==> src/rtl/imuac_pkg.sv <==
`timescale 1ns / 1ps
// ----------------------------------------------------------------------------
// imuac_pkg
// Shared types, constants and register indexes of the IMU attitude conditioner.
// ----------------------------------------------------------------------------
package imuac_pkg;

    // Sample width of angles and rates
    localparam int SAMPLE_WIDTH       = 16;
    // Width of a gamma register as stored
    localparam int GAMMA_REG_WIDTH    = 16;
    // Default fraction width of the smoothing weight
    localparam int GAMMA_BITS_DEFAULT = 16;

    // Angles are radians times 8192
    localparam int PI_FIX     = 25736;
    localparam int TWO_PI_FIX = 51472;

    // Configuration port
    localparam int APB_ADDR_WIDTH  = 5;
    localparam int APB_DATA_WIDTH  = 32;
    localparam int REG_INDEX_WIDTH = 3;

    localparam logic [REG_INDEX_WIDTH-1:0] REG_PITCH_INVERT    = 3'd0;
    localparam logic [REG_INDEX_WIDTH-1:0] REG_PITCH_OFFSET    = 3'd1;
    localparam logic [REG_INDEX_WIDTH-1:0] REG_ROLL_INVERT     = 3'd2;
    localparam logic [REG_INDEX_WIDTH-1:0] REG_ROLL_OFFSET     = 3'd3;
    localparam logic [REG_INDEX_WIDTH-1:0] REG_SWAP_ROLL_PITCH = 3'd4;
    localparam logic [REG_INDEX_WIDTH-1:0] REG_YAW_RATE_GAMMA  = 3'd5;
    localparam logic [REG_INDEX_WIDTH-1:0] REG_ROLL_RATE_GAMMA = 3'd6;
    localparam logic [REG_INDEX_WIDTH-1:0] REG_PITCH_RATE_GAMMA = 3'd7;

    // Event kinds
    localparam logic KIND_ROTATION = 1'b0;
    localparam logic KIND_GYRO     = 1'b1;

    typedef struct packed {
        logic                            kind;
        logic signed [SAMPLE_WIDTH-1:0]  raw_roll;
        logic signed [SAMPLE_WIDTH-1:0]  raw_pitch;
        logic signed [SAMPLE_WIDTH-1:0]  raw_yaw;
        logic signed [SAMPLE_WIDTH-1:0]  gyro_x;
        logic signed [SAMPLE_WIDTH-1:0]  gyro_y;
        logic signed [SAMPLE_WIDTH-1:0]  gyro_z;
    } sample_t;

    typedef struct packed {
        logic signed [SAMPLE_WIDTH-1:0]  roll_out;
        logic signed [SAMPLE_WIDTH-1:0]  pitch_out;
        logic signed [SAMPLE_WIDTH-1:0]  yaw_out;
        logic signed [SAMPLE_WIDTH-1:0]  roll_rate_out;
        logic signed [SAMPLE_WIDTH-1:0]  pitch_rate_out;
        logic signed [SAMPLE_WIDTH-1:0]  yaw_rate_out;
    } result_t;

    typedef struct packed {
        logic                              pitch_invert;
        logic signed [SAMPLE_WIDTH-1:0]    pitch_offset;
        logic                              roll_invert;
        logic signed [SAMPLE_WIDTH-1:0]    roll_offset;
        logic                              swap_roll_pitch;
        logic [GAMMA_REG_WIDTH-1:0]        yaw_rate_gamma;
        logic [GAMMA_REG_WIDTH-1:0]        roll_rate_gamma;
        logic [GAMMA_REG_WIDTH-1:0]        pitch_rate_gamma;
    } cfg_t;

endpackage

==> src/rtl/imu_attitude_conditioner_core.sv <==
`timescale 1ns / 1ps
// ----------------------------------------------------------------------------
// imu_attitude_conditioner_core
// Conditions rotation events (invert, offset, wrap, swap) and smooths gyro
// rates with a per-axis exponential moving average.
// ----------------------------------------------------------------------------
//
//  Channel  | Signals                           | Transfer when
//  ---------+-----------------------------------+-----------------------------
//  sample   | sample_valid, sample_ready, sample| sample_valid && sample_ready
//  result   | result_valid, result_ready, result| result_valid && result_ready
//  config   | psel, penable, pwrite, paddr,     | psel && penable && pwrite
//           | pwdata, prdata, pready            | (pready tied high)
//
//  A transferred sample is captured in the input register and passes through
//  one 17x17 multiply per axis into the result register; one event is taken
//  per cycle while result_ready does not stall the result register.
//  The result register doubles as the held state, so each event sees the
//  rates left by the one before it. Reset clears the configuration and all
//  six held values to zero. A stalled result holds the input register, which
//  still takes one more sample before sample_ready drops.
// ----------------------------------------------------------------------------
module imu_attitude_conditioner_core
#(
    parameter int GAMMA_BITS = imuac_pkg::GAMMA_BITS_DEFAULT
)
(
    input  logic                                   clk,
    input  logic                                   rst_n,

    input  logic                                   sample_valid,
    output logic                                   sample_ready,
    input  imuac_pkg::sample_t                     sample,

    output logic                                   result_valid,
    input  logic                                   result_ready,
    output imuac_pkg::result_t                     result,

    input  logic                                   psel,
    input  logic                                   penable,
    input  logic                                   pwrite,
    input  logic [imuac_pkg::APB_ADDR_WIDTH-1:0]   paddr,
    input  logic [imuac_pkg::APB_DATA_WIDTH-1:0]   pwdata,
    output logic [imuac_pkg::APB_DATA_WIDTH-1:0]   prdata,
    output logic                                   pready
);

    localparam int SW = imuac_pkg::SAMPLE_WIDTH;

    imuac_pkg::cfg_t      cfg;

    // Input stage
    logic                 s1_valid_reg;
    logic                 s1_valid_next;
    imuac_pkg::sample_t   s1_item_reg;
    imuac_pkg::sample_t   s1_item_next;

    // Result stage, also the held state
    logic                 result_valid_reg;
    logic                 result_valid_next;
    imuac_pkg::result_t   result_reg;
    imuac_pkg::result_t   result_next;

    logic                 sample_xfer;
    logic                 advance;

    logic signed [SW-1:0] ang_roll;
    logic signed [SW-1:0] ang_pitch;
    logic signed [SW-1:0] ang_yaw;
    logic signed [SW-1:0] roll_gyro;
    logic signed [SW-1:0] pitch_gyro;
    logic signed [SW-1:0] roll_rate_new;
    logic signed [SW-1:0] pitch_rate_new;
    logic signed [SW-1:0] yaw_rate_new;

    imuac_cfg_regs u_cfg
    (
        .clk     (clk),
        .rst_n   (rst_n),
        .psel    (psel),
        .penable (penable),
        .pwrite  (pwrite),
        .paddr   (paddr),
        .pwdata  (pwdata),
        .prdata  (prdata),
        .pready  (pready),
        .cfg     (cfg)
    );

    imuac_angle_path u_angle
    (
        .item  (s1_item_reg),
        .cfg   (cfg),
        .roll  (ang_roll),
        .pitch (ang_pitch),
        .yaw   (ang_yaw)
    );

    // Swap changes which gyro axis feeds roll and pitch rates
    assign roll_gyro  = cfg.swap_roll_pitch ? s1_item_reg.gyro_x : s1_item_reg.gyro_y;
    assign pitch_gyro = cfg.swap_roll_pitch ? s1_item_reg.gyro_y : s1_item_reg.gyro_x;

    imuac_rate_axis #(.GAMMA_BITS(GAMMA_BITS)) u_roll_rate
    (
        .held     (result_reg.roll_rate_out),
        .gyro     (roll_gyro),
        .gamma    (cfg.roll_rate_gamma),
        .smoothed (roll_rate_new)
    );

    imuac_rate_axis #(.GAMMA_BITS(GAMMA_BITS)) u_pitch_rate
    (
        .held     (result_reg.pitch_rate_out),
        .gyro     (pitch_gyro),
        .gamma    (cfg.pitch_rate_gamma),
        .smoothed (pitch_rate_new)
    );

    imuac_rate_axis #(.GAMMA_BITS(GAMMA_BITS)) u_yaw_rate
    (
        .held     (result_reg.yaw_rate_out),
        .gyro     (s1_item_reg.gyro_z),
        .gamma    (cfg.yaw_rate_gamma),
        .smoothed (yaw_rate_new)
    );

    // Advance the input stage whenever the result register is free or draining
    assign advance      = s1_valid_reg && (!result_valid_reg || result_ready);
    assign sample_ready = !s1_valid_reg || advance;
    assign sample_xfer  = sample_valid && sample_ready;

    always_comb
    begin
        s1_item_next  = s1_item_reg;
        s1_valid_next = s1_valid_reg;
        if (sample_xfer)
        begin
            s1_item_next  = sample;
            s1_valid_next = 1'b1;
        end
        else if (advance)
        begin
            s1_valid_next = 1'b0;
        end
    end

    always_comb
    begin
        result_next       = result_reg;
        result_valid_next = result_valid_reg;
        if (advance)
        begin
            result_valid_next = 1'b1;
            if (s1_item_reg.kind == imuac_pkg::KIND_ROTATION)
            begin
                // Rotation event: replace angles, keep rates
                result_next.roll_out  = cfg.swap_roll_pitch ? ang_pitch : ang_roll;
                result_next.pitch_out = cfg.swap_roll_pitch ? ang_roll  : ang_pitch;
                result_next.yaw_out   = ang_yaw;
            end
            else
            begin
                // Gyro event: smooth rates, keep angles
                result_next.roll_rate_out  = roll_rate_new;
                result_next.pitch_rate_out = pitch_rate_new;
                result_next.yaw_rate_out   = yaw_rate_new;
            end
        end
        else if (result_ready)
        begin
            result_valid_next = 1'b0;
        end
    end

    always_ff @(posedge clk or negedge rst_n)
    begin
        if (!rst_n)
        begin
            s1_valid_reg     <= 1'b0;
            result_valid_reg <= 1'b0;
            result_reg       <= '0;
        end
        else
        begin
            s1_valid_reg     <= s1_valid_next;
            result_valid_reg <= result_valid_next;
            result_reg       <= result_next;
        end
    end

    // Payload only, no reset needed
    always_ff @(posedge clk)
    begin
        s1_item_reg <= s1_item_next;
    end

    assign result_valid = result_valid_reg;
    assign result       = result_reg;

endmodule

==> src/rtl/imuac_cfg_regs.sv <==
`timescale 1ns / 1ps
// ----------------------------------------------------------------------------
// imuac_cfg_regs
// APB register file holding the conditioner's configuration.
// ----------------------------------------------------------------------------
module imuac_cfg_regs
(
    input  logic                                   clk,
    input  logic                                   rst_n,
    input  logic                                   psel,
    input  logic                                   penable,
    input  logic                                   pwrite,
    input  logic [imuac_pkg::APB_ADDR_WIDTH-1:0]   paddr,
    input  logic [imuac_pkg::APB_DATA_WIDTH-1:0]   pwdata,
    output logic [imuac_pkg::APB_DATA_WIDTH-1:0]   prdata,
    output logic                                   pready,
    output imuac_pkg::cfg_t                        cfg
);

    localparam int SW = imuac_pkg::SAMPLE_WIDTH;
    localparam int GR = imuac_pkg::GAMMA_REG_WIDTH;
    localparam int DW = imuac_pkg::APB_DATA_WIDTH;

    imuac_pkg::cfg_t                            cfg_reg;
    imuac_pkg::cfg_t                            cfg_next;
    logic [imuac_pkg::REG_INDEX_WIDTH-1:0]      reg_index;
    logic                                       write_en;

    assign reg_index = paddr[imuac_pkg::APB_ADDR_WIDTH-1:2];
    assign write_en  = psel && penable && pwrite;
    assign pready    = 1'b1;
    assign cfg       = cfg_reg;

    always_comb
    begin
        cfg_next = cfg_reg;
        if (write_en)
        begin
            case (reg_index)
                imuac_pkg::REG_PITCH_INVERT:     cfg_next.pitch_invert     = pwdata[0];
                imuac_pkg::REG_PITCH_OFFSET:     cfg_next.pitch_offset     = pwdata[SW-1:0];
                imuac_pkg::REG_ROLL_INVERT:      cfg_next.roll_invert      = pwdata[0];
                imuac_pkg::REG_ROLL_OFFSET:      cfg_next.roll_offset      = pwdata[SW-1:0];
                imuac_pkg::REG_SWAP_ROLL_PITCH:  cfg_next.swap_roll_pitch  = pwdata[0];
                imuac_pkg::REG_YAW_RATE_GAMMA:   cfg_next.yaw_rate_gamma   = pwdata[GR-1:0];
                imuac_pkg::REG_ROLL_RATE_GAMMA:  cfg_next.roll_rate_gamma  = pwdata[GR-1:0];
                imuac_pkg::REG_PITCH_RATE_GAMMA: cfg_next.pitch_rate_gamma = pwdata[GR-1:0];
                default:                         cfg_next = cfg_reg;
            endcase
        end
    end

    always_comb
    begin
        case (reg_index)
            imuac_pkg::REG_PITCH_INVERT:     prdata = DW'(cfg_reg.pitch_invert);
            imuac_pkg::REG_PITCH_OFFSET:     prdata = DW'($unsigned(cfg_reg.pitch_offset));
            imuac_pkg::REG_ROLL_INVERT:      prdata = DW'(cfg_reg.roll_invert);
            imuac_pkg::REG_ROLL_OFFSET:      prdata = DW'($unsigned(cfg_reg.roll_offset));
            imuac_pkg::REG_SWAP_ROLL_PITCH:  prdata = DW'(cfg_reg.swap_roll_pitch);
            imuac_pkg::REG_YAW_RATE_GAMMA:   prdata = DW'(cfg_reg.yaw_rate_gamma);
            imuac_pkg::REG_ROLL_RATE_GAMMA:  prdata = DW'(cfg_reg.roll_rate_gamma);
            imuac_pkg::REG_PITCH_RATE_GAMMA: prdata = DW'(cfg_reg.pitch_rate_gamma);
            default:                         prdata = '0;
        endcase
    end

    always_ff @(posedge clk or negedge rst_n)
    begin
        if (!rst_n)
        begin
            cfg_reg <= '0;
        end
        else
        begin
            cfg_reg <= cfg_next;
        end
    end

endmodule

==> src/rtl/imuac_angle_path.sv <==
`timescale 1ns / 1ps
// ----------------------------------------------------------------------------
// imuac_angle_path
// Invert and offset roll and pitch, and wrap all three angles of a rotation event.
// ----------------------------------------------------------------------------
module imuac_angle_path
(
    input  imuac_pkg::sample_t                          item,
    input  imuac_pkg::cfg_t                             cfg,
    output logic signed [imuac_pkg::SAMPLE_WIDTH-1:0]   roll,
    output logic signed [imuac_pkg::SAMPLE_WIDTH-1:0]   pitch,
    output logic signed [imuac_pkg::SAMPLE_WIDTH-1:0]   yaw
);

    localparam int SW = imuac_pkg::SAMPLE_WIDTH;
    // Two guard bits: one for negating the most negative value, one for the offset
    localparam int AW = SW + 2;
    localparam logic signed [AW-1:0] PI_A     = AW'(imuac_pkg::PI_FIX);
    localparam logic signed [AW-1:0] TWO_PI_A = AW'(imuac_pkg::TWO_PI_FIX);

    function automatic logic signed [AW-1:0] wrap_once(input logic signed [AW-1:0] a);
        logic signed [AW-1:0] w;
        if (a > PI_A)
            w = a - TWO_PI_A;
        else if (a < -PI_A)
            w = a + TWO_PI_A;
        else
            w = a;
        return w;
    endfunction

    logic signed [AW-1:0] roll_ext;
    logic signed [AW-1:0] pitch_ext;
    logic signed [AW-1:0] roll_sum;
    logic signed [AW-1:0] pitch_sum;
    logic signed [AW-1:0] roll_wrap;
    logic signed [AW-1:0] pitch_wrap;
    logic signed [AW-1:0] yaw_wrap;

    always_comb
    begin
        roll_ext   = cfg.roll_invert  ? -AW'(item.raw_roll)  : AW'(item.raw_roll);
        pitch_ext  = cfg.pitch_invert ? -AW'(item.raw_pitch) : AW'(item.raw_pitch);
        roll_sum   = roll_ext  + AW'(cfg.roll_offset);
        pitch_sum  = pitch_ext + AW'(cfg.pitch_offset);
        roll_wrap  = wrap_once(roll_sum);
        pitch_wrap = wrap_once(pitch_sum);
        yaw_wrap   = wrap_once(AW'(item.raw_yaw));
    end

    assign roll  = roll_wrap[SW-1:0];
    assign pitch = pitch_wrap[SW-1:0];
    assign yaw   = yaw_wrap[SW-1:0];

endmodule

==> src/rtl/imuac_rate_axis.sv <==
`timescale 1ns / 1ps
// ----------------------------------------------------------------------------
// imuac_rate_axis
// One axis of the rate smoother: gyro + floor((held - gyro) * gamma / 2^GAMMA_BITS).
// ----------------------------------------------------------------------------
module imuac_rate_axis
#(
    parameter int GAMMA_BITS = imuac_pkg::GAMMA_BITS_DEFAULT
)
(
    input  logic signed [imuac_pkg::SAMPLE_WIDTH-1:0]   held,
    input  logic signed [imuac_pkg::SAMPLE_WIDTH-1:0]   gyro,
    input  logic [imuac_pkg::GAMMA_REG_WIDTH-1:0]       gamma,
    output logic signed [imuac_pkg::SAMPLE_WIDTH-1:0]   smoothed
);

    localparam int SW = imuac_pkg::SAMPLE_WIDTH;
    // Only the low GAMMA_BITS bits of the stored weight take part
    localparam int GW = (GAMMA_BITS < imuac_pkg::GAMMA_REG_WIDTH) ?
                        GAMMA_BITS : imuac_pkg::GAMMA_REG_WIDTH;
    localparam int DW = SW + 1;
    localparam int PW = DW + GW + 1;

    logic signed [DW-1:0] diff;
    logic signed [GW:0]   gamma_s;
    logic signed [PW-1:0] prod;
    logic signed [PW-1:0] step;
    logic signed [DW-1:0] sum;

    always_comb
    begin
        diff    = DW'(held) - DW'(gyro);
        gamma_s = $signed({1'b0, gamma[GW-1:0]});
        prod    = PW'(diff) * PW'(gamma_s);
        // Arithmetic shift gives the floor of the quotient for either sign
        step    = prod >>> GAMMA_BITS;
        sum     = DW'(gyro) + step[DW-1:0];
    end

    assign smoothed = sum[SW-1:0];

endmodule

==> config.mk <==
export PLATFORM = sky130hd
export DESIGN_NAME = imu_attitude_conditioner_core
export DESIGN_NICKNAME = d
export VERILOG_FILES = /design/src/rtl/imuac_pkg.sv /design/src/rtl/imu_attitude_conditioner_core.sv /design/src/rtl/imuac_cfg_regs.sv /design/src/rtl/imuac_angle_path.sv /design/src/rtl/imuac_rate_axis.sv
export SDC_FILE = /design/constraint.sdc
export NUM_CORES = 2
export LEC_CHECK = 0
export ABC_AREA = 1
export BUFFER_PORTS_ARGS = -buffer_cell sky130_fd_sc_hd__buf_2
export CAP_MARGIN = 15
export CORE_MARGIN = 4
export CORE_UTILIZATION = 65
export DETAILED_ROUTE_END_ITERATION = 8
export MAX_ROUTING_LAYER = met4
export PLACE_DENSITY_LB_ADDON = 0.12
export SLEW_MARGIN = 20
export SYNTH_ARGS = -nofsm -noshare
export SYNTH_HDL_FRONTEND = slang
export SYNTH_HIERARCHICAL = 1
export SYNTH_SLANG_ARGS = --single-unit
==> constraint.sdc <==
create_clock -name clk -period 9.41 [get_ports clk]
set_input_delay 0.941 -clock clk [delete_from_list [all_inputs] [get_ports clk]]
set_output_delay 0.941 -clock clk [all_outputs]
set_load 0.1 [all_outputs]
# --- Yosys cells after proc, flatten, opt, wreduce, memory -nomap -nowiden ---
# Index checks and enable logic that the tools add are counted.
word_totals:
  ff_bits: 278
  input_bits: 141
  output_inout_bits: 131
  word_cells: 94
classes:
  n_addsub: 16
  mul: 3
  order_cmp: 6
  eq_ne: 7
  n_mux: 17
  n_bitwise: 1
  n_reduce_logical: 21
op_table:
  columns: ["op", "n"]
  rows:
  - ["32-bit one-hot mux with 8 select lines", 1]
  - ["16-bit two-way mux", 10]
  - ["17-bit by 17-bit multiplier with 32-bit output", 3]
  - ["16-bit by 16-bit subtractor with 17-bit output", 3]
  - ["16-bit by 15-bit adder with 16-bit output, second input constant", 3]
  - ["16-bit adder", 3]
  - ["16-bit by 15-bit subtractor with 16-bit output, second input constant", 3]
  - ["18-bit by 16-bit adder with 18-bit output", 2]
  - ["18-bit by 16-bit > comparator with 1-bit output, second input constant", 2]
  - ["18-bit by 16-bit less-than comparator with 1-bit output, second input constant", 2]
  - ["18-bit two-way mux", 2]
  - ["16-bit negator with 18-bit output", 2]
  - ["2-bit AND reduction", 10]
  - ["16-bit > comparator, second input constant", 1]
  - ["16-bit less-than comparator, second input constant", 1]
  - ["3-bit == test, second input constant", 4]
  - ["3-bit by 2-bit == test with 1-bit output, second input constant", 2]
  - ["1-bit logical AND", 4]
  - ["1-bit two-way mux", 4]
  - ["2-bit nonzero test", 2]
  - ["3-bit by 1-bit == test with 1-bit output, second input constant", 1]
  - ["3-bit logical NOT", 1]
  - ["1-bit logical NOT", 2]
  - ["1-bit logical OR", 2]
  - ["1-bit NOT", 1]

# --- Longest topological paths before layout ---
logic_depth:
  ltp_word: 7
  mapped_depth: 53
  depth_no_buf: 52

# --- By module ---
# Netlist, hierarchy kept.
by_module_without_submodules:
  columns: ["module", "instances", "cells_per_inst", "area_per_inst_um2", "seq_area_each_um2"]
  rows:
  - ["imuac_rate_axis (u_yaw_rate)", 1, 1564, 11946.5, 0.0]
  - ["imuac_rate_axis (u_pitch_rate)", 1, 1528, 11807.6, 0.0]
  - ["imuac_rate_axis (u_roll_rate)", 1, 1539, 11760.0, 0.0]
  - ["imu_attitude_conditioner_core", 1, 722, 7647.3, 5365.1]
  - ["imuac_angle_path", 1, 977, 4969.8, 0.0]
  - ["imuac_cfg_regs", 1, 483, 4159.0, 2077.0]

# --- Least setup slack after synthesis ---
# OpenSTA, ideal clock, no wires.
synth_timing:
  path_kind: "register to register"
  from: "register result_reg (netlist bit result[16])"
  to: "register result_reg (netlist bit result[31])"
  setup_ns: 0.122
  arrival_time_ns: 8.697
  required_time_ns: 9.288
  setup_slack_ns: 0.591
  stages_incl_launch_ff: 44
  period_less_slack_ns: 8.819
  cell_sequence: "dfrtp_1 > inv_1 > ha_1 > fa_1 > o21ai_1 > o21ai_2 > o21ai_4 > nand2_1 > nand3_1 > nand2_2 > inv_1 > nand2_1 > fa_1 > fa_1 > inv_1 > fa_1 > fa_1 > fa_1 > [... 8 more ...] > nand3_1 > nand3_1 > xor2_1 > ha_1 > a21oi_1 > inv_1 > o21ai_0 > nand3_1 > a21oi_1 > inv_1 > nand2_1 > nand2_1 > inv_1 > nand3_1 > nand2_1 > inv_1 > nand4_1 > nand2_1"
synth_between:
  elab_chain_cells: 3
synth_rtl:
  columns: ["item", "line", "text"]
  rows:
  - ["from (decl)", "imu_attitude_conditioner_core.sv:61", "imuac_pkg::result_t result_reg;"]
  - ["from (signal assigned)", "imu_attitude_conditioner_core.sv:187", "result_reg <= result_next;"]
  - ["16-bit by 16-bit subtractor with 17-bit output", "imuac_rate_axis.sv:32", "diff = DW'(held) - DW'(gyro);"]
  - ["17-bit by 17-bit multiplier with 32-bit output", "imuac_rate_axis.sv:34", "prod = PW'(diff) * PW'(gamma_s);"]
  - ["16-bit adder", "imuac_rate_axis.sv:37", "sum = DW'(gyro) + step[DW-1:0];"]
  - ["via pitch_rate_new[15]", "imu_attitude_conditioner_core.sv:73", "logic signed [SW-1:0] pitch_rate_new;"]
# The timed path passes the listed nets, and every way through them passes these cells.
# A chain may end at the register's enable or synchronous reset.

# --- Worst setup path after layout ---
layout_timing:
  from: "register u_cfg.cfg_reg (netlist bit u_cfg/cfg[48])"
  to: "register result_reg (netlist bit result[31])"
layout_between:
  elab_chain_cells: 4
layout_rtl:
  columns: ["item", "line", "text"]
  rows:
  - ["from (decl)", "imuac_cfg_regs.sv:24", "imuac_pkg::cfg_t cfg_reg;"]
  - ["from (signal assigned)", "imuac_cfg_regs.sv:76", "cfg_reg <= cfg_next;"]
  - ["16-bit two-way mux *", "imu_attitude_conditioner_core.sv:101", "assign pitch_gyro = cfg.swap_roll_pitch ? s1_item_reg.gyro_y : s1_item_reg.gyro_x;"]
  - ["via pitch_gyro[6]", "imu_attitude_conditioner_core.sv:71", "logic signed [SW-1:0] pitch_gyro;"]
  - ["16-bit by 16-bit subtractor with 17-bit output", "imuac_rate_axis.sv:32", null]
  - ["17-bit by 17-bit multiplier with 32-bit output", "imuac_rate_axis.sv:34", null]
  - ["16-bit adder *", "imuac_rate_axis.sv:37", null]
  - ["via pitch_rate_new[15]", "imu_attitude_conditioner_core.sv:73", null]
# Mark *: on every way through the listed nets, which the timed path passes. The rest lies on a longest branch.

==> flow_summary.toml <==
[status]
status = "completed"

[detailed_routing]
drt-pass1-iter-count = 7
vias = 47660
ant_nets = 0
drcViolationCount = 0
viasPerCell = 5.618
drt-wirelength-per-cell_um = 19.63
drtIter0Drc = 4663
drt-total-wl_mm = 166.5

[logic_synthesis]
seq_area_frac_synth_pct = 14.23
avgSynthCellArea_um2 = 7.675
synth-seq-cells = 278
synth_edf_count = 97
ys_top_cells_by_area = "fa_1 31%, nand2_1 11%, inv_1 11%"
yosysMostFrequentCell = "nand2_1"
synth-xor-area-share_pct = 3.237
synth_compound_area_share_pct = 6.470
ys_top_cells_by_count = "1575 x nand2_1, 1539 x inv_1, 803 x fa_1"
yosys.area_share.simple_pct = 22.78
synth_top_area_share_pct = 30.74
syn_area_um2 = 52290
async_reset_ff_share_pct = 65.11
syn_inst = 6813
yosys.area.top_type = "fa_1"
yosys_warnings = 6
synth.distinct_cells = 70
synth_ff_type = "dfrtp_1"
synth_fa_ha_area_share_pct = 40.00
synthMuxAreaShare_pct = 0
synth_top_family_by_area = "adder cells"

[timing]
maxClockFrequency_mhz = 107.7
setup_violations = 0
fin_worst_skew_ps = 29.02
slew_viol_final = 0
period_share_pct = 98.69
worst_pin_slew_ps = 1027
tns_ps = 0
period_minus_slack_ps = 9287
hold_viol = 0
slew_headroom_pct = 31.51

[cells_and_area]
final_util_pct = 76.55
fin_nets = 8738
largest_reg_flops = 97
finalNonFillerCells = 8484
fin_area_um2 = 60770
syn2layout_area_growth_pct = 16.21
drive_gt1_share_pct = 17.24

[cts]
clock-sinks = 278
cts_tree = "done"
cts_max_path_buffers = 3
root_buffer = "clkbuf_16"
clock_latency_ps = 570
cts_hold_buf = 0
h-tree-depth = 2
cts_buffers = 34
clkTransAtPathRegs_ps = 60

[worst_setup_path]
start_kind = "flip-flop"
crit_top_cell = "inv_1"
cp_slowest_stage_delay_ps = 530
crit_type = "reg -> reg"
cp.required_ps = 9910
critPathArrivalTime_ps = 9790
cpMaxStageDelayCell = "fa_1"
end_kind = "flip-flop"
worstPathMaxFanout = 8

[place]
io_buffers = 236
placed_cells = 8374
dpl.hpwl_mm = 134.6
routabilityCongestion = 1.005
place_area_um2 = 57290

[grt]
grt_pass1_vias = 47810
antenna_found_initial = 5
met3_usage_pct = 8.883
use_met2_pct = 61.04
grt_most_used_layer = "met2"
grt_max_degree = 67
use_met1_pct = 49.82
gr-total-overflow = 0
globalRouteTotalUtil_pct = 39.19
grt_pass1_wl_mm = 255.5

[hold_path]
worstHoldPathType = "in -> async"

[floorplan]
die_w_um = 291.6
dieHeight_um = 291.6
num_io_pins = 272
dieArea_um2 = 85050
core_um2 = 79390
start_util_pct = 65.87
rows = 103

[run]
max-cap-violations = 0
==> cell type report <==
class                   instances  area [um^2]
multi-input cells            4782        39710
fillers                      5850        18620
flip-flops and latches        278         7445
inverters                    1586         6000
repair buffers                725         5170
well taps                    1050         1314
clock buffers                  49        967.2
clock inverters                12        156.4
diodes                          2        5.005
==> kinds of logic (layout without fill, tap and decap cells) <==
| family | Yosys count | in the layout |
|---|---|---|
| AND/OR/NAND/NOR | 2821 | 2821 |
| adder cells (fa/ha/maj) | 1190 | 1190 |
| XOR/XNOR | 177 | 177 |
| buffers and inverters | 1768 | 2372 |
| other | 2 | 19 |
| flip-flops | 278 | 278 |
| AO/OA/AOI/OAI | 577 | 577 |
==> worst max-delay path: cells and delay by family (launching register included) <==
| kind | cells | cell delay [ps] |
|---|---|---|
| flops | 1 | 480 |
| buf+inv | 20 | 1960 |
| xor+xnor | 1 | 240 |
| compound gates | 5 | 680 |
| simple gates | 19 | 2010 |
| fa+ha+maj | 9 | 3790 |
==> final timing paths <==
| path | end | startpoint | cells after the start | slack [ps] |
|---|---|---|---|---|
| setup / recovery | result[31] | u_cfg/cfg[48] | 54 | 120 |
| hold / removal | result[91] | rst_n | 1 | 360 |
| setup reg to reg | result[31] | u_cfg/cfg[48] | 54 | 120 |
| hold reg to reg | result[62] | result[62] | 2 | 470 |
| max in group asynchronous | result[45] | rst_n | 3 | 6940 |
| min in group clk | result[62] | result[62] | 2 | 470 |
==> placed cells by master (no fill, tap or decap), drive strengths merged, types with 97 or more instances in the layout <==
cell,count
ha,387
a21oi,238
inv,1564
dfrtp,181
edfxtp,97
nand2,1606
xor2,125
buf,720
nand4,123
nand3,300
nor2,644
fa,803
o21ai,231
==> repair_timing <==
item                       in CTS  in global routing
buffers inserted                0                 43
setup endpoints to repair      10                 29
pin swaps                       0                183
gates resized for setup        14                403
cloned                          0                  4
==> stage by stage <==
stage / setup slack (ps) / hold WS [ps]
finish: 122.9 / 363.5
global route: -280.6 / 375.2
CTS: 10.19 / 351.7
detailed placement: -176.9 / 457.3
global placement: -81.74 / 449.7
floorplan: 590.5 / 474.8
==> layer usage <==
layer	up-vias	routed length [um]	part of all wire, %
met5	-	0	0
li1	21730	-	-
met2	2411	75770	46
met3	544	16810	10
met4	0	9525	5.7
met1	22980	64420	39
Power is not shown: default switching activity piles up to over one toggle a cycle in this logic, so the estimate is an artifact.
